`src/rtl/core/cunningham_sieve_multiplier_calc_defines.svh`:
```
// Assertion macros for the Cunningham sieve multiplier block.
// Used by the top level only; holds nothing but macros.
`ifndef CUNNINGHAM_SIEVE_MULTIPLIER_CALC_DEFINES_SVH
`define CUNNINGHAM_SIEVE_MULTIPLIER_CALC_DEFINES_SVH

// Assert an implication on the rising clock, disabled in reset.
`define CSMC_ASSERT_IMPL(label, ante, cons, msg) \
  label: assert property (@(posedge clk) disable iff (!rst_n) (ante) |-> (cons)) \
    else $error(msg);

// Assert a next-cycle implication on the rising clock, disabled in reset.
`define CSMC_ASSERT_NEXT(label, ante, cons, msg) \
  label: assert property (@(posedge clk) disable iff (!rst_n) (ante) |=> (cons)) \
    else $error(msg);

`endif

```
`src/rtl/core/csmc_pkg.sv`:
```
// Package for the Cunningham sieve multiplier block.
// Holds widths, defaults and state encodings; depends on nothing.
package csmc_pkg;

  localparam int unsigned WORD_W          = 32;
  localparam int unsigned LEN_W           = 5;
  localparam int unsigned MAX_HALF_DEF    = 8;
  localparam logic [LEN_W-1:0] LEN_RESET  = 5'd10;

  // Serial unit operations.
  typedef enum logic [1:0] {
    OP_MOD = 2'd0,
    OP_MUL = 2'd1,
    OP_DIV = 2'd2
  } op_t;

  // Top level sequencer states.
  typedef enum logic [3:0] {
    ST_IDLE, ST_RED, ST_RED_W, ST_EUC, ST_EUC_W, ST_FIX, ST_INS_N, ST_INS_V,
    ST_STEP, ST_STEP_W, ST_OUT
  } state_t;

  // Serial unit states.
  typedef enum logic [1:0] {
    SU_IDLE, SU_RUN, SU_DONE
  } su_state_t;

  // Request to the serial unit.
  typedef struct packed {
    logic        go;
    op_t         op;
    logic [WORD_W-1:0] a;
    logic [WORD_W-1:0] b;
    logic [WORD_W-1:0] m;
  } su_req_t;

endpackage

```
`src/rtl/core/csmc_serial_unit.sv`:
```
// Bit-serial arithmetic unit: divide, remainder and modular multiply.
// One bit a cycle through shift registers; uses csmc_pkg.
module csmc_serial_unit
  import csmc_pkg::*;
(
  input  logic              clk,
  input  logic              rst_n,
  input  su_req_t           req,
  output logic              done,
  output logic [WORD_W-1:0] quo,
  output logic [WORD_W-1:0] rem
);

  localparam int unsigned CNT_W = $clog2(WORD_W + 1);

  su_state_t         st_r, st_nxt;
  op_t               op_r;
  logic [WORD_W-1:0] sh_r, m_r, b_r, acc_r, q_r;
  logic [CNT_W-1:0]  cnt_r;

  // One step: acc = 2*acc + bit (restoring), or acc = 2*acc + bit*b for multiply.
  // The multiply addend b must already be below m so two subtractions suffice.
  logic [WORD_W:0]   dbl;
  logic [WORD_W+1:0] sum;
  logic [WORD_W+1:0] red1;
  logic              ge1, ge2;
  logic [WORD_W-1:0] acc_nxt;
  logic              qbit;

  always_comb begin
    dbl  = {acc_r, sh_r[WORD_W-1]};
    sum  = {1'b0, acc_r, 1'b0} + ((op_r == OP_MUL && sh_r[WORD_W-1]) ?
           {2'b00, b_r} : {(WORD_W+2){1'b0}});
    if (op_r == OP_MUL) begin
      ge1  = sum >= {2'b00, m_r};
      red1 = ge1 ? sum - {2'b00, m_r} : sum;
      ge2  = red1 >= {2'b00, m_r};
      acc_nxt = ge2 ? red1[WORD_W-1:0] - m_r : red1[WORD_W-1:0];
      qbit = 1'b0;
    end else begin
      ge1  = dbl >= {1'b0, m_r};
      ge2  = 1'b0;
      red1 = {(WORD_W+2){1'b0}};
      acc_nxt = ge1 ? dbl[WORD_W-1:0] - m_r : dbl[WORD_W-1:0];
      qbit = ge1;
    end
  end

  // Next state; a new request may follow directly in the done cycle.
  always_comb begin
    st_nxt = st_r;
    case (st_r)
      SU_IDLE: if (req.go) st_nxt = SU_RUN;
      SU_RUN:  if (cnt_r == CNT_W'(WORD_W - 1)) st_nxt = SU_DONE;
      SU_DONE: st_nxt = req.go ? SU_RUN : SU_IDLE;
      default: st_nxt = SU_IDLE;
    endcase
  end

  always_ff @(posedge clk) begin
    if (!rst_n) st_r <= SU_IDLE;
    else        st_r <= st_nxt;
  end

  // Datapath shift registers.
  always_ff @(posedge clk) begin
    if ((st_r == SU_IDLE || st_r == SU_DONE) && req.go) begin
      op_r  <= req.op;
      sh_r  <= req.a;
      b_r   <= req.b;
      m_r   <= req.m;
      acc_r <= '0;
      q_r   <= '0;
      cnt_r <= '0;
    end else if (st_r == SU_RUN) begin
      sh_r  <= {sh_r[WORD_W-2:0], 1'b0};
      acc_r <= acc_nxt;
      q_r   <= {q_r[WORD_W-2:0], qbit};
      cnt_r <= cnt_r + CNT_W'(1);
    end
  end

  // Outputs.
  always_comb begin
    done = (st_r == SU_DONE);
    quo  = q_r;
    rem  = acc_r;
  end

endmodule

```
`src/rtl/core/csmc_lists.sv`:
```
// Four multiplier lists with per-slot valid bits, scanned one slot a cycle.
// Uses csmc_pkg.
module csmc_lists
  import csmc_pkg::*;
#(
  parameter int unsigned MAX_HALF = MAX_HALF_DEF
) (
  input  logic                        clk,
  input  logic                        rst_n,
  input  logic                        clear,
  input  logic                        ins_go,
  input  logic [1:0]                  ins_list,
  input  logic [WORD_W-1:0]           ins_val,
  input  logic [$clog2(MAX_HALF+1)-1:0] half,
  output logic                        ins_done,
  input  logic [1:0]                  rd_list,
  input  logic [((MAX_HALF > 1) ? $clog2(MAX_HALF) : 1)-1:0] rd_slot,
  output logic [WORD_W-1:0]           rd_val,
  output logic                        rd_vld
);

  localparam int unsigned SW = (MAX_HALF > 1) ? $clog2(MAX_HALF) : 1;
  localparam int unsigned HW = $clog2(MAX_HALF + 1);
  localparam int unsigned N  = 4 * MAX_HALF;

  logic [WORD_W-1:0] val_r [N];
  logic [N-1:0]      vld_r;
  logic              busy_r;
  logic [HW-1:0]     scan_r;

  logic [$clog2(N)-1:0] idx, ridx;
  logic                 stop;

  always_comb begin
    idx  = $clog2(N)'(ins_list) * $clog2(N)'(MAX_HALF) + $clog2(N)'(scan_r[SW-1:0]);
    ridx = $clog2(N)'(rd_list) * $clog2(N)'(MAX_HALF) + $clog2(N)'(rd_slot);
    stop = (scan_r >= half) || !vld_r[idx] || (val_r[idx] == ins_val);
    ins_done = busy_r && stop;
    rd_val = val_r[ridx];
    rd_vld = vld_r[ridx];
  end

  // Insertion scan: one slot per cycle.
  always_ff @(posedge clk) begin
    if (!rst_n) begin
      busy_r <= 1'b0;
      vld_r  <= '0;
      scan_r <= '0;
    end else if (clear) begin
      vld_r  <= '0;
      busy_r <= 1'b0;
    end else if (busy_r) begin
      if (stop) begin
        busy_r <= 1'b0;
        if (scan_r < half && !vld_r[idx]) vld_r[idx] <= 1'b1;
      end else begin
        scan_r <= scan_r + HW'(1);
      end
    end else if (ins_go) begin
      busy_r <= 1'b1;
      scan_r <= '0;
    end
  end

  always_ff @(posedge clk) begin
    if (busy_r && stop && scan_r < half && !vld_r[idx]) val_r[idx] <= ins_val;
  end

endmodule

```
`src/rtl/core/cunningham_sieve_multiplier_calc.sv`:
```
// Cunningham sieve multiplier block, one item at a time. After the accept edge the bit-serial
// unit computes the residue, then a divide and a multiply per Euclid step, then a multiply per
// chain step, where each chain step also has two list scans; the 4*half results (half being
// the chain length halved and rounded up, capped at MAX_HALF_CHAIN) then stream one per cycle,
// each in the cycle after the sequencer addresses it. Busy drops with the last result; the receiver cannot stall.
// Synchronous active-low reset idles the sequencer and sets chain_length to 10.
`include "cunningham_sieve_multiplier_calc_defines.svh"
module cunningham_sieve_multiplier_calc
  import csmc_pkg::*;
#(
  parameter int unsigned MAX_HALF_CHAIN = MAX_HALF_DEF
) (
  input  logic              clk,
  input  logic              rst_n,
  input  logic              start,
  output logic              busy,
  input  logic [WORD_W-1:0] in_prime,
  input  logic [WORD_W-1:0] in_fixed_residue,
  input  logic [WORD_W-1:0] in_half_inverse,
  input  logic              cfg_we,
  input  logic [LEN_W-1:0]  cfg_wdata,
  output logic              out_valid,
  output logic [1:0]        out_list_id,
  output logic [2:0]        out_slot,
  output logic [WORD_W-1:0] out_multiplier,
  output logic              out_present,
  output logic              out_last
);

  localparam int unsigned HW = $clog2(MAX_HALF_CHAIN + 1);
  localparam int unsigned SW = (MAX_HALF_CHAIN > 1) ? $clog2(MAX_HALF_CHAIN) : 1;

  state_t st_r, st_nxt;
  logic [LEN_W-1:0]  len_r;
  logic [WORD_W-1:0] p_r, h_r, r0_r, r1_r, v_r;
  logic [WORD_W:0]   t0_r, t1_r;    // signed-mod-p kept as residues in [0,p)
  logic [LEN_W-1:0]  k_r;
  logic [HW-1:0]     half_r;
  logic [1:0]        ol_r;
  logic [SW-1:0]     os_r;
  logic              ov_r;
  logic [1:0]        ol_q;
  logic [SW-1:0]     os_q;
  logic              last_q;

  su_req_t           req;
  logic              su_done;
  logic [WORD_W-1:0] su_quo, su_rem;
  logic              qmul_r;

  logic              ins_go, ins_done, clr;
  logic [1:0]        ins_list;
  logic [WORD_W-1:0] ins_val, rd_val, neg;
  logic              rd_vld;
  logic [HW-1:0]     half_c;

  // Slots per list, saturated.
  always_comb begin
    half_c = ((({1'b0, len_r} + 6'd1) >> 1) > 6'(MAX_HALF_CHAIN)) ?
             HW'(MAX_HALF_CHAIN) : HW'(({1'b0, len_r} + 6'd1) >> 1);
    neg = (v_r == '0) ? '0 : p_r - v_r;
  end

  // Configuration register.
  always_ff @(posedge clk) begin
    if (!rst_n)      len_r <= LEN_RESET;
    else if (cfg_we) len_r <= cfg_wdata;
  end

  csmc_serial_unit u_su (
    .clk(clk), .rst_n(rst_n), .req(req), .done(su_done), .quo(su_quo), .rem(su_rem)
  );

  csmc_lists #(.MAX_HALF(MAX_HALF_CHAIN)) u_lists (
    .clk(clk), .rst_n(rst_n), .clear(clr), .ins_go(ins_go), .ins_list(ins_list),
    .ins_val(ins_val), .half(half_r), .ins_done(ins_done),
    .rd_list(ol_r), .rd_slot(os_r),
    .rd_val(rd_val), .rd_vld(rd_vld)
  );

  // Next state.
  always_comb begin
    st_nxt = st_r;
    case (st_r)
      ST_IDLE:   if (start) st_nxt = (len_r == '0) ? ST_IDLE :
                                    (in_prime == '0) ? ST_OUT : ST_RED;
      ST_RED:    st_nxt = ST_RED_W;
      ST_RED_W:  if (su_done) st_nxt = (su_rem == '0) ? ST_OUT : ST_EUC;
      ST_EUC:    st_nxt = (r1_r == '0) ? ST_FIX : ST_EUC_W;
      ST_EUC_W:  if (su_done && qmul_r) st_nxt = ST_EUC;
      ST_FIX:    st_nxt = (r0_r == WORD_W'(1)) ? ST_INS_N : ST_OUT;
      ST_INS_N:  if (ins_done) st_nxt = ST_INS_V;
      ST_INS_V:  if (ins_done) st_nxt = ST_STEP;
      ST_STEP:   st_nxt = ST_STEP_W;
      ST_STEP_W: if (su_done) st_nxt = (k_r == len_r - LEN_W'(1)) ? ST_OUT : ST_INS_N;
      ST_OUT:    if (ol_r == 2'd3 && os_r == SW'(half_r - HW'(1))) st_nxt = ST_IDLE;
      default:   st_nxt = ST_IDLE;
    endcase
  end

  // Outputs of the sequencer.
  always_comb begin
    req      = '0;
    req.m    = p_r;
    ins_go   = 1'b0;
    ins_list = '0;
    ins_val  = v_r;
    clr      = (st_r == ST_IDLE) && start;
    busy     = (st_r != ST_IDLE);
    case (st_r)
      ST_RED: begin
        req.go = 1'b1; req.op = OP_MOD; req.a = in_fixed_residue;
        req.a = r1_r;
      end
      ST_EUC: begin
        req.go = (r1_r != '0); req.op = OP_DIV; req.a = r0_r; req.m = r1_r;
      end
      ST_EUC_W: begin
        // After the quotient, form q*t1 mod p.
        req.go = su_done && !qmul_r; req.op = OP_MUL; req.a = su_quo; req.b = t1_r[WORD_W-1:0];
      end
      ST_INS_N: begin
        ins_go = 1'b1; ins_val = neg;
        ins_list = {({1'b0, k_r, 1'b1} >= {2'b00, len_r}), 1'b1};
      end
      ST_INS_V: begin
        ins_go = 1'b1; ins_val = v_r;
        ins_list = {({1'b0, k_r, 1'b0} >= {2'b00, len_r}), 1'b0};
      end
      ST_STEP: begin
        // The half inverse is shifted in bit by bit, so it need not be below p.
        req.go = 1'b1; req.op = OP_MUL; req.a = h_r; req.b = v_r;
      end
      default: ;
    endcase
  end

  always_ff @(posedge clk) begin
    if (!rst_n) st_r <= ST_IDLE;
    else        st_r <= st_nxt;
  end

  // Datapath registers.
  always_ff @(posedge clk) begin
    if (!rst_n) begin
      qmul_r <= 1'b0;
      ov_r   <= 1'b0;
    end else begin
      ov_r <= (st_r == ST_OUT);
      case (st_r)
        ST_IDLE: if (start) begin
          p_r <= in_prime; h_r <= in_half_inverse; r1_r <= in_fixed_residue;
          half_r <= half_c; ol_r <= '0; os_r <= '0; k_r <= '0;
        end
        ST_RED_W: if (su_done) begin
          r0_r <= p_r; r1_r <= su_rem; t0_r <= '0; t1_r <= (WORD_W+1)'(1);
          qmul_r <= 1'b0;
        end
        ST_EUC_W: if (su_done) begin
          if (!qmul_r) begin
            qmul_r <= 1'b1;
            r0_r <= r1_r; r1_r <= su_rem;
          end else begin
            qmul_r <= 1'b0;
            t0_r <= t1_r;
            t1_r <= (t0_r >= {1'b0, su_rem}) ? t0_r - {1'b0, su_rem} :
                    t0_r + {1'b0, p_r} - {1'b0, su_rem};
          end
        end
        ST_FIX: v_r <= t0_r[WORD_W-1:0];
        ST_STEP_W: if (su_done) begin
          v_r <= su_rem; k_r <= k_r + LEN_W'(1);
        end
        ST_OUT: begin
          if (os_r == SW'(half_r - HW'(1))) begin
            os_r <= '0; ol_r <= ol_r + 2'd1;
          end else os_r <= os_r + SW'(1);
        end
        default: ;
      endcase
      ol_q <= ol_r; os_q <= os_r;
      last_q <= (ol_r == 2'd3) && (os_r == SW'(half_r - HW'(1)));
    end
  end

  // Result ports, registered in the cycle after the list read.
  logic [WORD_W-1:0] om_r;
  logic              op_r;
  always_ff @(posedge clk) begin
    om_r <= rd_vld ? rd_val : '0;
    op_r <= rd_vld;
  end

  always_comb begin
    out_valid      = ov_r;
    out_list_id    = ol_q;
    out_slot       = 3'(os_q);
    out_multiplier = om_r;
    out_present    = op_r;
    out_last       = ov_r & last_q;
  end

  `CSMC_ASSERT_IMPL(a_last_on_list3, out_valid && out_last, out_list_id == 2'd3, "last off list 3")
  `CSMC_ASSERT_IMPL(a_empty_zero, out_valid && !out_present, out_multiplier == '0, "empty slot data")
  `CSMC_ASSERT_NEXT(a_busy_after_start, start && !busy && len_r != '0, busy, "start ignored")

endmodule
```
`config.mk`:
```
export PLATFORM = sky130hd
export DESIGN_NAME = cunningham_sieve_multiplier_calc
export DESIGN_NICKNAME = d
export VERILOG_FILES = /design/src/rtl/core/csmc_pkg.sv /design/src/rtl/core/csmc_serial_unit.sv /design/src/rtl/core/csmc_lists.sv /design/src/rtl/core/cunningham_sieve_multiplier_calc.sv
export VERILOG_INCLUDE_DIRS = /design/src /design/src/rtl/core
export SDC_FILE = /design/constraint.sdc
export NUM_CORES = 2
export LEC_CHECK = 0
export BUFFER_PORTS_ARGS = -buffer_cell sky130_fd_sc_hd__buf_4
export CAP_MARGIN = 20
export CELL_PAD_IN_SITES_DETAIL_PLACEMENT = 1
export CELL_PAD_IN_SITES_GLOBAL_PLACEMENT = 1
export CORE_MARGIN = 2
export CORE_UTILIZATION = 50
export CTS_BUF_LIST = sky130_fd_sc_hd__clkbuf_2
export DETAILED_ROUTE_END_ITERATION = 6
export HOLD_SLACK_MARGIN = 0.08
export PLACE_DENSITY = 0.88
export SETUP_SLACK_MARGIN = 0.2
export SLEW_MARGIN = 5
export SYNTH_ARGS = -nofsm -noshare
export SYNTH_HDL_FRONTEND = slang
export SYNTH_SLANG_ARGS = --single-unit
```
`constraint.sdc`:
```
create_clock -name clk -period 9.1 [get_ports clk]
set_input_delay 0.455 -clock clk [delete_from_list [all_inputs] [get_ports clk]]
set_output_delay 0.455 -clock clk [all_outputs]
set_load 0.02 [all_outputs]
```
==> impl_metrics.env <==
export IMPL_viasPerCell=7.142
export IMPL_final_cell_mix="edfxtp_1, buf_4, mux4_2"
export IMPL_critPathKind="flip-flop to flip-flop"
export IMPL_netlist_instances=6124
export IMPL_final_common_cell="edfxtp_1"
export IMPL_rsz0062_at_grt="yes"
export IMPL_yosysSeqAreaShare=0.5393
export IMPL_fin_crit_sh=0.9917
export IMPL_clockBufferDepth=4
export IMPL_cpMostUsedCell="buf_4"
export IMPL_maxCapViolCount=1
export IMPL_gp_congestion=0.9969
export IMPL_syn_area_sq_um=81860
export IMPL_first_global_vias=70420
export IMPL_synth_edf_count=1368
export IMPL_portBuffers=145
export IMPL_powerDensity_nw_per_um2=263.9
export IMPL_synth_fp_nets=6510
export IMPL_first_iter_violations=10150
export IMPL_drive_gt1_frac=0.2625
export IMPL_slew_headroom=-0.2129
export IMPL_yosysWarnings=0
export IMPL_arrival_ns=10.65
export IMPL_fin_util=0.5868
export IMPL_htree_levels=5
export IMPL_fin_skew_ns=0.3486
export IMPL_root_buffer="clkbuf_2"
export IMPL_area_growth_syn_to_layout_pct=16.56
export IMPL_drt_pass1_iterations=7
export IMPL_dpl_hpwl_um=213000
export IMPL_drc=5
export IMPL_cp_slowest_cell="edfxtp_1"
export IMPL_status="complete, but fails checks"
export IMPL_wl_per_cell_um=37.03
export IMPL_clk_latency_ns=2.11
export IMPL_grt_start_max_net_pins=136
export IMPL_die_w_um=408.6
export IMPL_crit_required_ns=10.73
export IMPL_peakVddDrop_mv=0.2098
export IMPL_final_setup_viol_count=0
export IMPL_layout_nets=7450
export IMPL_regArea_sq_um=44150
export IMPL_antenna_found_initial=24
export IMPL_start_kind="flip-flop"
export IMPL_core_sq_um=162600
export IMPL_vias=68210
export IMPL_placed_cell_area_sq_um=87790
export IMPL_clk_pin_slew_worst_paths_ns=0.11
export IMPL_initial_utilization=0.5035
export IMPL_fmax_ghz=0.1108
export IMPL_max_slew_worst_pin_slew_ns=1.773
export IMPL_synth_avg_cell_area_sq_um=13.37
export IMPL_max_stage_delay_ns=0.45
export IMPL_rows=148
export IMPL_cp_max_fo=9
export IMPL_grt_overflow=0
export IMPL_ios=146
export IMPL_fillers=16170
export IMPL_postSynth_asyncResetShare=0
export IMPL_die_y_um=408.6
export IMPL_numCtsBuffers=387
export IMPL_cts_tree="built"
export IMPL_grt_pass1_wl_um=494600
export IMPL_drv_slew=2
export IMPL_failed_checks="DRC, capacitance limit, slew limit"
export IMPL_cts_sinks=1521
export IMPL_final_cell_area_sq_um=95410
export IMPL_wl_um=353600
export IMPL_drtAntennaViolNets=0
export IMPL_final_hold_violation_count=0
export IMPL_ys_flop_type="edfxtp_1"
export IMPL_fin_crit_ns=9.024
export IMPL_die_area_sq_um=167000
export IMPL_grt_usage=0.4092
export IMPL_crit_path_end_kind="flip-flop"
export IMPL_ys_types=96
export IMPL_ys_seq_elements=1521
export IMPL_multiInputGateArea_sq_um=36160
export IMPL_p_leak_nw=34.80
export IMPL_min_path_type="primary input to flip-flop"
report_power, final:
part,internal (W),switching [W]
clock,0.00177,0.00333
sequential,0.00818,0.000338
combinational,0.00470,0.00686
total,0.0146,0.0105
metrics by stage:
stage               hold WS [ns]  setup WS [ns]  TNS (ns)  cells  power, W
CTS                      0.08709         0.1289         0   9504   0.02434
global placement          0.4489        -0.5535    -11.72   8487   0.01853
finish                    0.2050        0.07582         0   9550   0.02517
floorplan                 0.4361         0.2566         0   6124   0.01482
detailed placement        0.4574        -0.7700    -17.90   8488   0.01884
global route              0.1214        -0.2757    -6.715   9535   0.02604
cell type report:
class	instances	area share
inverters	314	0.01241
clock inverters	141	0.007501
clock buffers	536	0.02812
well taps	2175	0.02852
flip-flops and latches	1521	0.4628
multi-input cells	3954	0.3790
repair buffers	886	0.08108
diodes	23	0.0006032
layer usage:
metal,share of wire,GRT usage
met1,0.32,0.4698
met2,0.45,0.6317
met3,0.13,0.1255
met4,0.10,0.3375
met5,0.00049,0.002299
Yosys cell counts (25+ instances only):
cell type / n / area, sq um
or3_1: 25 / 156.4
a21o_1: 148 / 1111
o31ai_1: 25 / 187.7
inv_1: 311 / 1167
fa_1: 38 / 760.7
nor3_1: 87 / 435.4
ha_1: 243 / 3040
o22ai_1: 39 / 244.0
a31oi_1: 61 / 381.6
a22oi_1: 85 / 638.1
nand4_1: 49 / 306.5
edfxtp_1: 1368 / 41080
xor2_1: 80 / 700.7
nor2_1: 444 / 1667
mux2i_1: 172 / 1722
nand3_1: 64 / 320.3
o21a_1: 41 / 307.8
buf_1: 56 / 210.2
buf_2: 28 / 140.1
buf_4: 25 / 187.7
mux4_2: 544 / 12250
mux2_2: 27 / 304.0
a211oi_1: 44 / 330.3
nor4_1: 63 / 394.1
xnor2_1: 126 / 1104
clkbuf_1: 217 / 814.5
and3_1: 98 / 613.1
nand2b_1: 34 / 212.7
dfxtp_1: 153 / 3063
o21ai_0: 296 / 1481
o21bai_1: 26 / 195.2
a21oi_1: 270 / 1351
nand2_1: 440 / 1652
nor2b_1: 38 / 237.7
o211ai_1: 25 / 187.7
worst max-delay path, delay by kind of cell (launching register included):
family                     cells  cell delay [ns]
AOI/OAI and AO/OA             24             4.59
xor gates and xnor gates       1             0.14
adders and majority gates      3             0.72
buffers and inverters          8             1.30
DFF                            1             0.45
muxes                          1             0.33
and+or+nand+nor                8             1.21
cell families after synthesis:
logic type      after synthesis  share of synthesized area
xor+xnor                    206                    0.02204
fa+ha+maj                   281                    0.04644
simple gates               1433                    0.08155
flops                      1521                     0.5393
buf+inv                     650                    0.03230
compound gates             1289                     0.1038
mux                         744                     0.1746
registers in the layout (all words and copies together) (netlist names), 3 cells and up:
| signal | count |
|---|---|
| h_r | 32 |
| half_r | 4 |
| k_r | 5 |
| len_r | 5 |
| os_r | 3 |
| out_multiplier | 32 |
| out_slot | 3 |
| p_r | 32 |
| r0_r | 32 |
| r1_r | 32 |
| st_r | 4 |
| t0_r | 33 |
| t1_r | 33 |
| u_lists.scan_r | 4 |
| u_lists.val_r | 1024 |
| u_lists.vld_r | 32 |
| u_su.b_r | 32 |
| u_su.cnt_r | 6 |
| u_su.m_r | 32 |
| u_su.quo | 32 |
| u_su.rem | 32 |
| u_su.sh_r | 32 |
| v_r | 32 |
what timing repair did:
item	in CTS	in global routing
endpoints found under the setup margin	32	32
hold buffers	300	0
resized for setup	84	30
setup buffers	36	9
gates cloned	3	1
pin swaps	54	29
endpoints found under the hold margin	376	0
worst paths after layout:
kind                                    from           end  slack (ns)  cells past startpoint
worst max register to register  u_su.op_r[1]  u_su.rem[23]        0.08                     45
worst max-delay path            u_su.op_r[1]  u_su.rem[23]        0.08                     45
worst min register to register  u_su.quo[28]  u_su.quo[29]        0.38                      2
worst min-delay path            in_prime[17]       p_r[17]        0.21                      3
No activity file was read; power rests on OpenSTA's default activity.
